File: config.mk
export PLATFORM = sky130hd
export DESIGN_NAME = wt2d_front
export DESIGN_NICKNAME = d
export VERILOG_FILES = /design/src/wt2d_pkg.sv /design/src/wt2d_front.sv
export VERILOG_INCLUDE_DIRS = /design/src /design/src/src
export SDC_FILE = /design/constraint.sdc
export NUM_CORES = 1
export LEC_CHECK = 0
export ABC_AREA = 1
export BUFFER_PORTS_ARGS = -buffer_cell sky130_fd_sc_hd__buf_2
export CAP_MARGIN = 25
export CORE_MARGIN = 3
export CORE_UTILIZATION = 50
export CTS_CLUSTER_DIAMETER = 120
export DETAILED_ROUTE_END_ITERATION = 16
export GPL_ROUTABILITY_DRIVEN = 0
export PLACE_DENSITY = 0.81
export SYNTH_ARGS = -nofsm -noshare
export SYNTH_HDL_FRONTEND = slang
export SYNTH_SLANG_ARGS = --single-unit
File: constraint.sdc
create_clock -name clock -period 12.5 [get_ports clock]
set_clock_uncertainty 0.2 [all_clocks]
set_input_delay 1.25 -clock clock [delete_from_list [all_inputs] [get_ports clock]]
set_output_delay 1.25 -clock clock [all_outputs]
set_load 0.02 [all_outputs]
File: src/wavetable_2d_bilinear_lookup_top_assert.svh
// Assertion macros shared by the wavetable lookup modules.
// Defining ASSERT_OFF removes every assertion that uses them.
`ifndef WAVETABLE_2D_BILINEAR_LOOKUP_TOP_ASSERT_SVH
`define WAVETABLE_2D_BILINEAR_LOOKUP_TOP_ASSERT_SVH
`ifndef ASSERT_OFF
// Same-cycle implication, disabled while reset is high.
`define WT2D_ASSERT_IMP(label, clk, rst, ante, cons, msg) \
   label: assert property (@(posedge clk) disable iff (rst) (ante) |-> (cons)) else $error(msg);
// Next-cycle implication, disabled while reset is high.
`define WT2D_ASSERT_NEXT(label, clk, rst, ante, cons, msg) \
   label: assert property (@(posedge clk) disable iff (rst) (ante) |=> (cons)) else $error(msg);
`else
`define WT2D_ASSERT_IMP(label, clk, rst, ante, cons, msg)
`define WT2D_ASSERT_NEXT(label, clk, rst, ante, cons, msg)
`endif
`endif

File: src/wt2d_pkg.sv
`timescale 1ns / 1ps
package wt2d_pkg;

   // Field widths of the ports.
   localparam int ROW_W      = 4;
   localparam int COL_W      = 10;
   localparam int SAMPLE_W   = 16;
   localparam int POSX_W     = 26;
   localparam int POSZ_W     = 17;
   localparam int FRAC_W     = 16;
   localparam int STATUS_W   = 2;
   localparam int FRAMES_W   = 11;
   localparam int ROWS_W     = 5;
   localparam int CSR_IDX_W  = 2;
   localparam int CSR_DATA_W = 11;

   // Four neighbours are read for every lookup.
   localparam int TAPS = 4;

   // Configuration register indexes.
   localparam logic [CSR_IDX_W-1:0] CSR_MODE   = 2'd0;
   localparam logic [CSR_IDX_W-1:0] CSR_FRAMES = 2'd1;
   localparam logic [CSR_IDX_W-1:0] CSR_ROWS   = 2'd2;

   // Interpolation modes.
   localparam logic MODE_NEAREST = 1'b0;
   localparam logic MODE_LINEAR  = 1'b1;

   typedef enum logic [STATUS_W-1:0] {
      ST_OK    = 2'd0,
      ST_WRITE = 2'd1,
      ST_RANGE = 2'd2
   } status_type;

   // Effective (already clamped) configuration.
   typedef struct packed {
      logic                mode;
      logic [FRAMES_W-1:0] frames;
      logic [ROWS_W-1:0]   rows;
   } cfg_type;

   // Control that travels with each item through the blend stages.
   typedef struct packed {
      status_type         status;
      logic [FRAC_W-1:0]  fx;
      logic [FRAC_W-1:0]  fz;
   } ctrl_type;

endpackage

File: src/wt2d_front.sv
`timescale 1ns / 1ps
`include "wavetable_2d_bilinear_lookup_top_assert.svh"
module wt2d_front #(
   parameter int MAX_FRAMES = 1024,
   parameter int MAX_ROWS = 16,
   localparam int ADDR_W = $clog2(MAX_FRAMES * MAX_ROWS)
) (
   input  logic                                      clock,
   input  logic                                      reset,
   input  wt2d_pkg::cfg_type                         cfg,
   input  logic                                      req_valid,
   output logic                                      req_ready,
   input  logic                                      req_operation,
   input  logic [wt2d_pkg::ROW_W-1:0]                req_write_row,
   input  logic [wt2d_pkg::COL_W-1:0]                req_write_column,
   input  logic signed [wt2d_pkg::SAMPLE_W-1:0]      req_write_value,
   input  logic [wt2d_pkg::POSX_W-1:0]               req_position_x,
   input  logic [wt2d_pkg::POSZ_W-1:0]               req_position_z,
   output logic                                      a_valid,
   input  logic                                      a_ready,
   output logic                                      wr_req,
   output logic [ADDR_W-1:0]                         wr_addr,
   output logic [wt2d_pkg::SAMPLE_W-1:0]             wr_data,
   output logic [wt2d_pkg::TAPS-1:0][ADDR_W-1:0]     rd_addr,
   output wt2d_pkg::ctrl_type                        a_ctrl
);

   import wt2d_pkg::*;

   localparam int DEPTH = MAX_FRAMES * MAX_ROWS;
   localparam logic OP_WRITE = 1'b0;
   localparam logic [POSZ_W-1:0] Z_ONE = 17'h10000;
   localparam int ZS_W = POSZ_W + 4;

   // Input side: saturate z, scale it, split x and derive the neighbour frames.
   logic [POSZ_W-1:0]      pz_sat;
   logic [ZS_W:0]          zs_full;
   logic [ZS_W-1:0]        zs_in;
   logic [FRAMES_W-1:0]    xi_in;
   logic [FRAMES_W-1:0]    xp1;
   logic [FRAMES_W-1:0]    xn_in;
   logic [POSX_W:0]        xr_sum;
   logic [FRAMES_W-1:0]    xr_raw;
   logic [FRAMES_W-1:0]    xr_in;
   logic                   range_in;

   assign pz_sat   = (req_position_z > Z_ONE) ? Z_ONE : req_position_z;
   assign zs_full  = {5'b0, pz_sat} * {17'b0, (cfg.rows - 5'd1)};
   assign zs_in    = zs_full[ZS_W-1:0];
   assign xi_in    = {1'b0, req_position_x[POSX_W-1:FRAC_W]};
   assign range_in = (xi_in >= cfg.frames);
   assign xp1      = xi_in + 11'd1;
   assign xn_in    = (xp1 >= cfg.frames) ? '0 : xp1;
   assign xr_sum   = {1'b0, req_position_x} + 27'h8000;
   assign xr_raw   = xr_sum[POSX_W:FRAC_W];
   assign xr_in    = (xr_raw >= cfg.frames) ? '0 : xr_raw;

   logic                   a_valid_ff;
   logic                   op_ff;
   logic [ROW_W-1:0]       wrow_ff;
   logic [COL_W-1:0]       wcol_ff;
   logic [SAMPLE_W-1:0]    wval_ff;
   logic [FRAMES_W-1:0]    xi_ff;
   logic [FRAMES_W-1:0]    xn_ff;
   logic [FRAMES_W-1:0]    xr_ff;
   logic [FRAC_W-1:0]      fx_ff;
   logic [ZS_W-1:0]        zs_ff;
   logic                   range_ff;

   assign req_ready = !a_valid_ff || a_ready;

   always_ff @(posedge clock) begin
      if (reset) begin
         a_valid_ff <= 1'b0;
      end else if (req_ready) begin
         a_valid_ff <= req_valid;
      end
      if (req_ready) begin
         op_ff    <= req_operation;
         wrow_ff  <= req_write_row;
         wcol_ff  <= req_write_column;
         wval_ff  <= req_write_value;
         xi_ff    <= xi_in;
         xn_ff    <= xn_in;
         xr_ff    <= xr_in;
         fx_ff    <= req_position_x[FRAC_W-1:0];
         zs_ff    <= zs_in;
         range_ff <= range_in;
      end
   end

   // Address side. The scaled z never exceeds rows-1 in its integer part,
   // so the row wrap on the base row is a no-op.
   logic [ROWS_W-1:0]      zi;
   logic [ZS_W-1:0]        zr_sum;
   logic [ROWS_W-1:0]      zr_near;
   logic [ROWS_W-1:0]      zp1;
   logic [ROWS_W-1:0]      zn;
   logic [ROWS_W-1:0]      row0;
   logic [ROWS_W-1:0]      row1;
   logic [FRAMES_W-1:0]    col0;
   logic [FRAMES_W-1:0]    col1;
   logic                   in_bounds;

   function automatic logic [ADDR_W-1:0] addr_of(input logic [ROWS_W-1:0] row,
                                                 input logic [FRAMES_W-1:0] col);
      addr_of = ADDR_W'(32'(row) * MAX_FRAMES + 32'(col));
   endfunction

   assign zi      = zs_ff[ZS_W-1:FRAC_W];
   assign zr_sum  = zs_ff + 21'h8000;
   assign zr_near = zr_sum[ZS_W-1:FRAC_W];
   assign zp1     = zi + 5'd1;
   assign zn      = (zp1 >= cfg.rows) ? '0 : zp1;

   assign row0 = (cfg.mode == MODE_LINEAR) ? zi : zr_near;
   assign col0 = range_ff ? '0 : ((cfg.mode == MODE_LINEAR) ? xi_ff : xr_ff);

   // In nearest mode every tap reads the rounded entry, so the taps that get
   // zero weight never touch an entry the lookup does not own.
   assign row1 = (cfg.mode == MODE_LINEAR) ? zn : row0;
   assign col1 = (cfg.mode == MODE_LINEAR) ? xn_ff : col0;

   assign rd_addr[0] = addr_of(row0, col0);
   assign rd_addr[1] = addr_of(row0, col1);
   assign rd_addr[2] = addr_of(row1, col0);
   assign rd_addr[3] = addr_of(row1, col1);

   assign in_bounds = (32'(wrow_ff) < MAX_ROWS) && (32'(wcol_ff) < MAX_FRAMES);
   assign wr_req    = a_valid_ff && (op_ff == OP_WRITE) && in_bounds;
   assign wr_addr   = addr_of({1'b0, wrow_ff}, {1'b0, wcol_ff});
   assign wr_data   = wval_ff;

   always_comb begin
      if (op_ff == OP_WRITE) begin
         a_ctrl.status = ST_WRITE;
      end else if (range_ff) begin
         a_ctrl.status = ST_RANGE;
      end else begin
         a_ctrl.status = ST_OK;
      end
      // Zero fractions turn the blend into a plain copy of the first tap.
      a_ctrl.fx = (cfg.mode == MODE_LINEAR) ? fx_ff : '0;
      a_ctrl.fz = (cfg.mode == MODE_LINEAR) ? zs_ff[FRAC_W-1:0] : '0;
   end

   assign a_valid = a_valid_ff;

   `WT2D_ASSERT_IMP(a_lookup_addr_in_table, clock, reset, a_valid_ff && (a_ctrl.status == ST_OK), (32'(rd_addr[0]) < DEPTH) && (32'(rd_addr[1]) < DEPTH) && (32'(rd_addr[2]) < DEPTH) && (32'(rd_addr[3]) < DEPTH), "lookup address beyond table")

endmodule

==> flow_summary_export.csv <==
group,metric,value,unit
yosys,syn_avg_cell_area,8.53,um2
yosys,synth_most_common_cell,"nand2_1",
worst_setup_path,reg2reg_setup_slack,10.26,ns
clocking,clkSinkCount,102,
outcome,status,"complete, no violations",
pwr,power.share.combinational,0.410,
placement,dp_cells,1367,
clocking,cts_resized,0,
worst_setup_path,crit_required,12.39,ns
yosys,synth-seq-cells,102,
placement,pre_cts_ws,6.04,ns
timing,finalCriticalPeriod,6.05,ns
layout,area_growth,17.6,%
clocking,postCtsSetupBuffers,0,
floorplanning,io_pins,218,
floorplanning,coreArea,16100,um2
yosys,yosysWarnings,0,
pwr,clkPwrFrac,0.232,
timing,setup_ws,6.45,ns
grt,grt_pass1_wl,32100,um
worst_setup_path,path_class,"in -> reg",
placement,place_area,9440,um2
routing,vias_per_cell,5.10,
grt,antenna_found_initial,0,
pwr,irDropWorstVdd,0.0782,mV
timing,report.final.setup_viol,0,
yosys,syn-num-nets,1192,
clocking,hold_buffers,0,
pwr,p_sw,493,uW
hold_path,hold_class,"in -> reg",
clocking,clk_path_buf_depth,2,
layout,nets,1381,
yosys,synthTopCellsByArea,"edfxtp_1, ha_1, fa_1",
clocking,clk_pin_slew_worst_paths,0.07,ns
yosys,synthCells,974,
worst_setup_path,r2r_cells,3,
timing,rsz0062_at_grt,"no",
grt,grt_pass1_vias,6875,
floorplanning,rows,46,
grt,grt_max_degree,61,
timing,drv_slew,0,
clocking,clk_latency,0.33,ns
clocking,cts_tree,"yes",
yosys,syn-cell-area,8310,um2
routing,finalWirelength,19700,um
yosys,async_flop_share,0,
layout,drive_gt1_frac,0.205,
floorplanning,die_w,135,um
timing,max_slew_margin,0.378,
timing,finalHoldViolations,0,
pwr,power,1280,uW
flow_run,drv_cap,0,
worst_setup_path,regToRegStartpoint,"a_valid",
floorplanning,die_area,18200,um2
yosys,synth.top_cell.area_share,0.365,
yosys,synth_common_cells,"nand2_1, inv_1, nor2_1",
routing,drt-initial-drc-count,387,
grt,overflow,0,
timing,finalCritPeriodShare,0.484,
pwr,power_density,131,nW/um2
pwr,p_sw_frac,0.385,
pwr,p_seq_frac,0.358,
timing,max_freq,165,MHz
layout,fin_cells,1384,
clocking,cts-root-buf,"clkbuf_16",
floorplanning,fp.dieH,135,um
placement,dp_hpwl,16200,um
routing,wire_per_inst,14.3,um
yosys,synth_edf_count,101,
layout,postLayoutCellArea,9770,um2
yosys,synthDistinctLibCells,34,
layout,fillers,1361,
worst_setup_path,cp-startpoint,"req_position_z[12]",
floorplanning,initial_core_util,0.517,
worst_setup_path,critPathCaptureType,"flip-flop",
worst_setup_path,timing.rr.end,"xi_ff[3]",
routing,via_count,7064,
worst_setup_path,critPathLaunchType,"input pin",
clocking,cts_inserted_buffers,9,
routing,ant_nets,0,
routing,drc,0,
worst_setup_path,path_max_fanout,42,
yosys,synthFlopType,"edfxtp_1",
clocking,ctsHtreeMaxLevel,3,
timing,tns,0,ns
layout,insertedDiodeCount,0,
worst_setup_path,worstSetupEndpoint,"zs_ff[16]",
pwr,p_leak,0.00538,uW
worst_setup_path,critPathArrivalTime,5.94,ns
yosys,ys_seq_area_frac,0.367,
yosys,yosysTopAreaCell,"edfxtp_1",
placement,port_buffers,217,
grt,grt_use_total,0.216,
timing,tightestPinTransition,0.930,ns
routing,dr.pass1.iters,6,
pwr,p_int,787,uW
through the flow:
step | utilization | hold WS [ns]
5_1_grt | 0.608 | 0.848
6_report | 0.608 | 0.860
3_3_place_gp | 0.588 | 0.879
3_5_place_dp | 0.588 | 0.904
2_1_floorplan | - | 1.12
4_1_cts | 0.608 | 0.849
power groups by stage:
| stage | Sequential (uW) | Clock, uW | Combinational [uW] |
|---|---|---|---|
| after floorplan | 465 | 0 | 370 |
| after global placement | 465 | 0 | 513 |
| after detailed placement | 466 | 0 | 527 |
| after CTS | 459 | 303 | 529 |
| after global routing | 464 | 315 | 590 |
| final | 459 | 297 | 525 |
logic make-up (layout without fill, tap and decap cells):
logic type	Yosys count	after routing	synth area share
and+or+nand+nor	422	422	0.209
xor gates and xnor gates	40	40	0.0431
DFF	102	102	0.367
AOI/OAI and AO/OA	73	73	0.0477
buffers and inverters	214	408	0.107
adders and majority gates	123	123	0.225
worst min path at each step:
| stage | slack [ns] | cells after the start | to | startpoint |
|---|---|---|---|---|
| 4_1_cts | 0.85 | 2 | a_valid | reset |
| 5_1_grt | 0.85 | 2 | a_valid | reset |
| 3_3_place_gp | 0.88 | 3 | a_valid | a_valid |
| 3_5_place_dp | 0.90 | 3 | a_valid | a_valid |
| 2_1_floorplan | 1.12 | 1 | a_valid | reset |
| 6_report | 0.86 | 2 | a_valid | reset |
sequential cells by signal, indices dropped and copies added (netlist names), 4 cells and up:
name and count:
wr_data 16, zs_ff 21, fx_ff 16, xi_ff 10, wrow_ff 4, xn_ff 11, xr_ff 11, wcol_ff 10
cell usage in the layout, fill, tap and decap left out, types with 3 or more instances in the layout:
master	n
o21bai_1	3
o21ai_0	24
buf_4	3
inv_1	171
ha_1	79
a21oi_1	37
nand3_1	64
nor2_1	140
nand4_1	14
a21o_1	3
nand2_1	185
nor3_1	7
fa_1	44
xnor2_1	5
edfxtp_1	101
xor2_1	34
clkbuf_16	9
buf_2	217
critical path, cell delays in order:
cell and delay (ns):
buf_2 0.13, or2_0 0.22, nor4_1 0.27, nand3_1 0.13, nand2_2 0.54, nand2_1 0.27, nor2_1 0.21, fa_1 0.46
fa_1 0.55, inv_1 0.07, fa_1 0.53, inv_1 0.05, ha_1 0.38, a21oi_1 0.21, nor2_1 0.06, o21bai_1 0.14
nand3_1 0.17, nand2_1 0.12, nand2_1 0.05, nand2_1 0.06, nand2_1 0.05
routing by layer:
metal,GRT usage,share of wire,vias to the layer above
li1,-,-,3482
met1,0.272,0.41,3301
met2,0.383,0.51,245
met3,0.0373,0.058,36
met4,0.0633,0.021,0
met5,0,0,-
cell type report:
type	instances	area [um2]	share of cell area
clock buffers	9	225	0.0231
clock inverters	7	97.6	0.00999
inverters	172	646	0.0661
multi-input cells	658	4370	0.447
flip-flops and latches	102	3050	0.313
well taps	216	270	0.0277
repair buffers	220	1110	0.114
Power figures use the tool's default switching activity.
